<file path="config.mk">
export PLATFORM = sky130hd
export DESIGN_NAME = subnet_address_pool_allocator_unit
export DESIGN_NICKNAME = d
export VERILOG_FILES = /design/src/design/sapa_pkg.sv /design/src/design/sapa_ctrl.sv /design/src/design/sapa_datapath.sv /design/src/design/subnet_address_pool_allocator_unit.sv
export SDC_FILE = /design/constraint.sdc
export NUM_CORES = 1
export LEC_CHECK = 0
export BUFFER_PORTS_ARGS = -buffer_cell sky130_fd_sc_hd__buf_2
export CAP_MARGIN = 20
export CELL_PAD_IN_SITES_DETAIL_PLACEMENT = 1
export CELL_PAD_IN_SITES_GLOBAL_PLACEMENT = 1
export CORE_MARGIN = 5
export CORE_UTILIZATION = 40
export CTS_CLUSTER_DIAMETER = 100
export CTS_CLUSTER_SIZE = 8
export DETAILED_ROUTE_END_ITERATION = 10
export PLACE_DENSITY_LB_ADDON = 0.1
export SYNTH_ARGS = -nofsm -noshare
export SYNTH_HDL_FRONTEND = slang
export SYNTH_SLANG_ARGS = --single-unit
</file>
<file path="constraint.sdc">
create_clock -name clock -period 9.8 [get_ports clock]
set_input_delay 0.49 -clock clock [delete_from_list [all_inputs] [get_ports clock]]
set_output_delay 0.49 -clock clock [all_outputs]
set_load 0.01 [all_outputs]
</file>
<file path="src/design/sapa_pkg.sv">
// ----------------------------------------------------------------------------
// sapa_pkg: shared types and constants of the subnet address pool allocator
// Command and CSR codes, request/response payloads, control/status bundles.
// ----------------------------------------------------------------------------
package sapa_pkg;

   localparam int POOL_DEPTH  = 256;
   localparam int POOL_BITS   = $clog2(POOL_DEPTH);
   localparam int WORD_BITS   = 32;
   localparam int WORD_COUNT  = POOL_DEPTH / WORD_BITS;
   localparam int WIDX_W      = $clog2(WORD_COUNT);
   localparam int BIT_W       = $clog2(WORD_BITS);
   localparam int COUNT_W     = POOL_BITS + 1;
   localparam int ADDR_W      = 32;
   localparam int PREFIX_W    = 6;
   localparam int MAX_PREFIX  = 32;
   localparam int CSR_IDX_W   = 1;
   localparam int CSR_DATA_W  = 32;

   localparam logic [PREFIX_W-1:0] PREFIX_RESET = PREFIX_W'(24);

   // request commands (code 3 is a no-op)
   localparam logic [1:0] CMD_ALLOC   = 2'd0;
   localparam logic [1:0] CMD_RELEASE = 2'd1;
   localparam logic [1:0] CMD_CHECK   = 2'd2;

   // CSR indexes
   localparam logic [CSR_IDX_W-1:0] CSR_BASE   = 1'b0;
   localparam logic [CSR_IDX_W-1:0] CSR_PREFIX = 1'b1;

   typedef struct packed {
      logic [1:0]        cmd;
      logic [ADDR_W-1:0] address;
   } sapa_req_type;

   typedef struct packed {
      logic               status;
      logic [ADDR_W-1:0]  granted_address;
      logic               in_subnet;
      logic [COUNT_W-1:0] busy_count;
   } sapa_rsp_type;

   typedef enum logic [1:0] {
      ST_IDLE,
      ST_EXEC,
      ST_REPLY
   } sapa_state_type;

   // controller -> datapath
   typedef struct packed {
      logic load_req;
      logic exec_step;
      logic load_rsp;
   } sapa_ctl_type;

   // datapath -> controller
   typedef struct packed {
      logic [1:0] cmd;
      logic       found;
      logic       last_word;
   } sapa_stat_type;

   // index of the lowest set bit; 0 when none is set
   function automatic logic [BIT_W-1:0] lowest_one(input logic [WORD_BITS-1:0] bits);
      logic [BIT_W-1:0] idx;
      idx = '0;
      for (int i = WORD_BITS - 1; i >= 0; i--) begin
         if (bits[i]) begin
            idx = BIT_W'(i);
         end
      end
      return idx;
   endfunction

endpackage

</file>
<file path="src/design/sapa_ctrl.sv">
// ----------------------------------------------------------------------------
// sapa_ctrl: request sequencer
// Accepts a request, steps the datapath until done, hands off the response.
// ----------------------------------------------------------------------------
module sapa_ctrl (
   input  logic                   clock,
   input  logic                   reset,
   input  logic                   req_valid,
   output logic                   req_ready,
   output logic                   rsp_valid,
   input  logic                   rsp_ready,
   output sapa_pkg::sapa_ctl_type dp_ctl,
   input  sapa_pkg::sapa_stat_type dp_stat
);
   import sapa_pkg::*;

   sapa_state_type state_ff, state_in;
   logic           rsp_valid_ff, rsp_valid_in;
   logic           slot_free;
   logic           exec_done;

   assign slot_free = !rsp_valid_ff || rsp_ready;
   // allocate keeps scanning until a free bit or the last word in range
   assign exec_done = (dp_stat.cmd != CMD_ALLOC) || dp_stat.found || dp_stat.last_word;

   always_comb begin
      state_in = state_ff;
      case (state_ff)
         ST_IDLE: begin
            if (req_valid) begin
               state_in = ST_EXEC;
            end
         end
         ST_EXEC: begin
            if (exec_done) begin
               state_in = ST_REPLY;
            end
         end
         ST_REPLY: begin
            if (slot_free) begin
               state_in = req_valid ? ST_EXEC : ST_IDLE;
            end
         end
         default: state_in = ST_IDLE;
      endcase
   end

   always_comb begin
      req_ready = 1'b0;
      dp_ctl    = '0;
      case (state_ff)
         ST_IDLE: begin
            req_ready       = 1'b1;
            dp_ctl.load_req = req_valid;
         end
         ST_EXEC: begin
            dp_ctl.exec_step = 1'b1;
         end
         ST_REPLY: begin
            if (slot_free) begin
               dp_ctl.load_rsp = 1'b1;
               req_ready       = 1'b1;
               dp_ctl.load_req = req_valid;
            end
         end
         default: begin
            req_ready = 1'b0;
         end
      endcase
   end

   assign rsp_valid_in = dp_ctl.load_rsp ? 1'b1 : (rsp_ready ? 1'b0 : rsp_valid_ff);
   assign rsp_valid    = rsp_valid_ff;

   always_ff @(posedge clock) begin
      if (reset) begin
         state_ff     <= ST_IDLE;
         rsp_valid_ff <= 1'b0;
      end else begin
         state_ff     <= state_in;
         rsp_valid_ff <= rsp_valid_in;
      end
   end

endmodule

</file>
<file path="src/design/sapa_datapath.sv">
// ----------------------------------------------------------------------------
// sapa_datapath: busy bitmap, counters, config registers, result registers
// Bitmap held as 32-bit words, one word read and written per step.
// ----------------------------------------------------------------------------
module sapa_datapath (
   input  logic                                clock,
   input  logic                                reset,
   input  sapa_pkg::sapa_req_type              req_data,
   output sapa_pkg::sapa_rsp_type              rsp_data,
   input  logic                                csr_write_enable,
   input  logic [sapa_pkg::CSR_IDX_W-1:0]      csr_index,
   input  logic [sapa_pkg::CSR_DATA_W-1:0]     csr_write_data,
   input  sapa_pkg::sapa_ctl_type              dp_ctl,
   output sapa_pkg::sapa_stat_type             dp_stat
);
   import sapa_pkg::*;

   // configuration
   logic [ADDR_W-1:0]    base_ff;
   logic [PREFIX_W-1:0]  prefix_ff;

   // state
   logic [WORD_BITS-1:0] busy_ff [WORD_COUNT];
   logic [COUNT_W-1:0]   used_ff, used_in;

   // current request
   logic [1:0]           cmd_ff;
   logic [ADDR_W-1:0]    addr_ff;
   logic [WIDX_W-1:0]    scan_ff, scan_in;

   // result staging and output register
   sapa_rsp_type         res_ff, res_in;
   sapa_rsp_type         rsp_ff;

   // derived subnet parameters
   logic [PREFIX_W-1:0]  prefix_c;
   logic [PREFIX_W-1:0]  host_bits;
   logic [ADDR_W-1:0]    subnet_mask;
   logic [ADDR_W-1:0]    base_c;
   logic [COUNT_W-1:0]   limit;
   logic [COUNT_W-1:0]   limit_m1;
   logic [WIDX_W-1:0]    last_widx;
   logic [WORD_BITS-1:0] word_valid;

   // step logic
   logic [ADDR_W-1:0]    offset;
   logic                 in_range;
   logic [WIDX_W-1:0]    word_idx;
   logic [WORD_BITS-1:0] rd_word;
   logic [WORD_BITS-1:0] free_bits;
   logic                 found;
   logic [BIT_W-1:0]     free_bit;
   logic                 rel_hit;
   logic                 busy_we;
   logic [WORD_BITS-1:0] busy_word_in;

   assign prefix_c    = (prefix_ff > PREFIX_W'(MAX_PREFIX)) ? PREFIX_W'(MAX_PREFIX) : prefix_ff;
   assign host_bits   = PREFIX_W'(MAX_PREFIX) - prefix_c;
   assign subnet_mask = (prefix_c == '0) ? '0 : ({ADDR_W{1'b1}} << host_bits);
   assign base_c      = base_ff & subnet_mask;
   assign limit       = (host_bits >= PREFIX_W'(POOL_BITS)) ? COUNT_W'(POOL_DEPTH)
                                                            : (COUNT_W'(1) << host_bits);
   assign limit_m1    = limit - COUNT_W'(1);
   assign last_widx   = limit_m1[POOL_BITS-1:BIT_W];
   // limit is a power of two: only a limit below one word leaves a partial word
   assign word_valid  = (limit >= COUNT_W'(WORD_BITS)) ? {WORD_BITS{1'b1}}
                      : ((WORD_BITS'(1) << limit[BIT_W-1:0]) - WORD_BITS'(1));

   assign offset   = addr_ff - base_c;
   assign in_range = (offset[ADDR_W-1:COUNT_W] == '0) && (offset[COUNT_W-1:0] < limit);

   assign word_idx  = (cmd_ff == CMD_ALLOC) ? scan_ff : offset[POOL_BITS-1:BIT_W];
   assign rd_word   = busy_ff[word_idx];
   assign free_bits = ~rd_word & word_valid;
   assign found     = |free_bits;
   assign free_bit  = lowest_one(free_bits);
   assign rel_hit   = in_range && rd_word[offset[BIT_W-1:0]];

   always_comb begin
      busy_we      = 1'b0;
      busy_word_in = rd_word;
      used_in      = used_ff;
      res_in       = res_ff;
      scan_in      = scan_ff;
      if (dp_ctl.exec_step) begin
         res_in = '0;
         case (cmd_ff)
            CMD_ALLOC: begin
               scan_in = scan_ff + WIDX_W'(1);
               if (found) begin
                  busy_we                = 1'b1;
                  busy_word_in[free_bit] = 1'b1;
                  used_in                = used_ff + COUNT_W'(1);
                  res_in.granted_address = base_c + ADDR_W'({scan_ff, free_bit});
               end else begin
                  res_in.status = 1'b1;
               end
            end
            CMD_RELEASE: begin
               if (rel_hit) begin
                  busy_we                             = 1'b1;
                  busy_word_in[offset[BIT_W-1:0]]     = 1'b0;
                  used_in                             = used_ff - COUNT_W'(1);
               end
            end
            CMD_CHECK: begin
               res_in.in_subnet = ((addr_ff & subnet_mask) == base_c);
            end
            default: begin
               res_in.status = 1'b0;
            end
         endcase
         res_in.busy_count = used_in;
      end
      if (dp_ctl.load_req) begin
         scan_in = '0;
      end
   end

   assign dp_stat.cmd       = cmd_ff;
   assign dp_stat.found     = found;
   assign dp_stat.last_word = (scan_ff == last_widx);

   // control-side state
   always_ff @(posedge clock) begin
      if (reset) begin
         base_ff   <= '0;
         prefix_ff <= PREFIX_RESET;
         used_ff   <= '0;
         for (int w = 0; w < WORD_COUNT; w++) begin
            busy_ff[w] <= '0;
         end
      end else begin
         if (csr_write_enable) begin
            case (csr_index)
               CSR_BASE:   base_ff   <= csr_write_data[ADDR_W-1:0];
               CSR_PREFIX: prefix_ff <= csr_write_data[PREFIX_W-1:0];
               default:    base_ff   <= base_ff;
            endcase
         end
         used_ff <= used_in;
         if (busy_we) begin
            busy_ff[word_idx] <= busy_word_in;
         end
      end
   end

   // payload registers
   always_ff @(posedge clock) begin
      scan_ff <= scan_in;
      res_ff  <= res_in;
      if (dp_ctl.load_req) begin
         cmd_ff  <= req_data.cmd;
         addr_ff <= req_data.address;
      end
      if (dp_ctl.load_rsp) begin
         rsp_ff <= res_ff;
      end
   end

   assign rsp_data = rsp_ff;

endmodule

</file>
<file path="src/design/subnet_address_pool_allocator_unit.sv">
// ----------------------------------------------------------------------------
// subnet_address_pool_allocator_unit: lowest-free IPv4 address pool allocator
// Allocate scans 1..8 words; release and check need a single datapath step.
// Accept: only in idle or reply, once the previous request has executed.
// Reset: synchronous; bitmap, count and config registers (prefix 24) clear at once.
// ----------------------------------------------------------------------------
//
// The pool bitmap lives in flip-flops as 32-bit words. An allocate walks the
// words from offset zero, one word per cycle, and stops at the first word
// with a free bit inside the current limit (min of subnet size and pool
// depth) or at the last word in range (pool full). Release and check take a
// single datapath step. Results go through a staging register into the
// response register, so a pending response does not block the next request
// from being accepted while the old one drains.
//
module subnet_address_pool_allocator_unit (
   input  logic                            clock,
   input  logic                            reset,
   // request channel
   input  logic                            req_valid,
   output logic                            req_ready,
   input  sapa_pkg::sapa_req_type          req_data,
   // response channel
   output logic                            rsp_valid,
   input  logic                            rsp_ready,
   output sapa_pkg::sapa_rsp_type          rsp_data,
   // configuration writes
   input  logic                            csr_write_enable,
   input  logic [sapa_pkg::CSR_IDX_W-1:0]  csr_index,
   input  logic [sapa_pkg::CSR_DATA_W-1:0] csr_write_data
);
   import sapa_pkg::*;

   sapa_ctl_type  dp_ctl;
   sapa_stat_type dp_stat;

   // sequencer: idle -> exec (1..8 steps) -> reply
   sapa_ctrl u_ctrl (
      .clock     (clock),
      .reset     (reset),
      .req_valid (req_valid),
      .req_ready (req_ready),
      .rsp_valid (rsp_valid),
      .rsp_ready (rsp_ready),
      .dp_ctl    (dp_ctl),
      .dp_stat   (dp_stat)
   );

   // bitmap, counters, config and result registers
   sapa_datapath u_datapath (
      .clock            (clock),
      .reset            (reset),
      .req_data         (req_data),
      .rsp_data         (rsp_data),
      .csr_write_enable (csr_write_enable),
      .csr_index        (csr_index),
      .csr_write_data   (csr_write_data),
      .dp_ctl           (dp_ctl),
      .dp_stat          (dp_stat)
   );

endmodule

</file>
==> impl_results.md <==
- Clock tree buffer depth: 3
- Synth warn: 0
- Pre-antenna DRT Iters: 5
- Net count after synthesis: 2503
- Final Hold Fails: 0
- CP Launch Type: register
- Max-Cap Viols: 0
- Top_reg_cell synth: edfxtp_1
- Die H: 258 um
- Num CTS Buffers: 61
- Layout Skew: 35.8 ps
- Req. time, crit path: 10270 ps
- Antenna viol nets, final: 0
- Worst VDD drop: 0.141 mV
- Post-synth top area cell: edfxtp_1
- Hold Slack: 40.8 ps
- Power Density: 190 nW/um^2
- Final min period: 9280 ps
- Vias in the first global route: 20800
- Leakage power: 10.1 nW
- Routed WL: 96500 um
- Core area: 61400 sq um
- Top cells by area, synth: edfxtp_1 46%, nor2_1 4.3%, dfxtp_1 4.3%, nand2_1 3.6%, a21oi_1 2.7%
- Hold Path End: u_datapath.cmd_ff[0]$_DFFE_PP_
- Root Driver: clkbuf_16
- Synth top area share: 45.8%
- WL/cell: 29.1 um
- Area of placed instances: 26100 sq um
- Slew Viols, Final: 0
- Chip width: 258 um
- Total grt overflow: 0
- Htree depth: 2
- Post-synth EDFFs: 376
- Power Total: 5.31 mW
- Overall Global Routing Usage: 28.1%
- Reg2Reg Setup Slack: 520 ps
- Global-route wire length before repair: 141000 um
- Slew HR: 19.2%
- Fin area: 27900 sq um
- Clock transition at the registers of the reported paths: 60 ps
- Final cycle utilization of the critical path: 94.7%
- Post-Syn Instances: 2377
- Starting Density: 40.1%
- Worst setup EP type: register
- Worst reg2reg startpoint: u_datapath.prefix_ff[0]$_SDFFE_PP0P_
- Top-count cell post-synth: edfxtp_1
- Unique cell type count in the Yosys netlist: 114
- DP HPWL: 69300 um
- Number of port buffers: 116
- CTS sink count: 429
- Setup TNS: 0 ps
- GPL Wtd Cong: 0.984
- Drc violations: 0
- Layout area overhead: 13.3%
- Mapped Avg Cell Area: 10.4 sq um
- IO Pins: 117
- Placed cell count: 3228
- Arrival time at the worst endpoint: 9750 ps
- Fin util: 45.5%
- Hold buffers post-CTS: 0
- Post-synth ARST share: 0%
- Die area: 66600 sq um
- Critical path's slowest cell: a2111oi_0
- Worst R2R End: u_datapath.res_ff[39]$_SDFFCE_PN0N_
- # rows: 91
- Top cell types by occurrence after synthesis: 376 x edfxtp_1, 284 x nor2_1, 237 x nand2_1
- R2R depth: 32
- CP Class: reg -> reg
- Crit-path max FO: 27
- Critical path's largest stage delay: 610 ps
- Layout cell share with drive strength beyond 1: 16.3%
- # diodes: 0
- Min-Delay Path Class: in -> reg
- Initial antenna violation count: 0
- Worst-Margin Slew: 1200 ps
- CTS tree: yes
- # setup viols final: 0
- Vias per cell: 6.09
- Status: complete, no violations
- Worst hold start: req_data[32]
- Nets: 2631
- Cell Area, Synth: 24600 sq um
- Pin count of the biggest net entering global routing: 51
- Clk Latency, worst-skew pair: 640 ps
- Fmax: 108 MHz
- Register area share after synthesis: 50.1%
- Final WS setup: 515 ps
- Cell count of the worst hold path: 1
- First DRT Iteration DRCs: 1538
- Final Non-Filler Cells: 3319
- Worst slack at placement: 428 ps
- Register bit total from synthesis: 429
- Via Count: 20200
==> cells in the final DEF (no fill, tap or decap), drive strengths merged, types with 44 or more instances in the layout <==
cell / count
nor2: 286
buf: 205
mux2i: 55
nand3: 94
a21oi: 135
nand2: 238
o211ai: 44
dfxtp: 53
clkbuf: 80
inv: 55
edfxtp: 376
nor2b: 123
o21ai: 84
ha: 52
==> layout make-up <==
| class | count | area (sq um) |
|---|---|---|
| clock buffer | 80 | 1620 |
| clock inverter | 7 | 124 |
| fill | 6723 | 33500 |
| inverter | 57 | 214 |
| multi-input combinational | 1751 | 11300 |
| sequential | 429 | 12400 |
| tap | 790 | 988 |
| timing repair buffer | 205 | 1310 |
==> where the power goes <==
group	total, mW	internal, mW	switching [mW]
Combinational	1.24	0.407	0.837
Clock	1.97	1.16	0.804
Sequential	2.10	2.06	0.0446
==> registers in the layout (all words and copies together), names as in the netlist <==
register,cells
u_datapath.prefix_ff,6
u_datapath.scan_ff,3
u_ctrl.rsp_valid,1
u_datapath.used_ff,9
u_datapath.busy_ff,256
u_datapath.base_ff,32
u_datapath.addr_ff,32
u_datapath.rsp_data,43
u_datapath.cmd_ff,2
u_datapath.res_ff,43
u_ctrl.state_ff,2
==> worst max-delay path, delay by kind of cell (launching register included) <==
family / cells / cell delay [ps]
flops: 1 / 580
fa+ha+maj: 3 / 910
simple gates: 11 / 2970
buf+inv: 4 / 780
compound gates: 14 / 3810
==> how the worst max path moves through the flow <==
stage / slack (ps) / startpoint / cells after the start / endpoint
floorplan: 1450 / u_datapath.prefix_ff[5]$_SDFFE_PP0P_ / 34 / u_datapath.busy_ff[2][0]$_SDFFCE_PN0P_
global placement: 720 / u_datapath.prefix_ff[0]$_SDFFE_PP0P_ / 31 / u_datapath.res_ff[35]$_SDFFCE_PN0N_
detailed placement: 430 / u_datapath.prefix_ff[0]$_SDFFE_PP0P_ / 30 / u_datapath.res_ff[39]$_SDFFCE_PN0N_
CTS: 400 / u_datapath.prefix_ff[0]$_SDFFE_PP0P_ / 30 / u_datapath.res_ff[39]$_SDFFCE_PN0N_
global route: -20 / u_datapath.prefix_ff[0]$_SDFFE_PP0P_ / 30 / u_datapath.res_ff[39]$_SDFFCE_PN0N_
finish: 520 / u_datapath.prefix_ff[0]$_SDFFE_PP0P_ / 32 / u_datapath.res_ff[39]$_SDFFCE_PN0N_
==> metal layers <==
| layer | part of all wire, % | global-route usage, % | vias up |
|---|---|---|---|
| met3 | 4.2 | 3.01 | 207 |
| met5 | 0 | 0 | - |
| met2 | 50 | 49.6 | 635 |
| met4 | 5.0 | 11.9 | 0 |
| met1 | 41 | 35.2 | 10300 |
| li1 | - | - | 9079 |
==> kinds of logic (layout without fill, tap and decap cells) <==
group / after synthesis / after routing / share of synthesized area, %
AND/OR/NAND/NOR: 1009 / 1009 / 21.0
AO/OA/AOI/OAI: 540 / 540 / 15.5
flip-flops: 429 / 429 / 50.1
buffers and inverters: 197 / 349 / 4.18
multiplexers: 87 / 87 / 4.25
XOR/XNOR: 61 / 61 / 2.17
adder cells (fa/ha/maj): 54 / 54 / 2.80
==> repair_timing <==
item / CTS / global route
setup buffers: 0 / 3
gates resized for setup: 0 / 4
endpoints found under the setup margin: 0 / 23
Note: power is estimated with default switching activity, not from simulation.
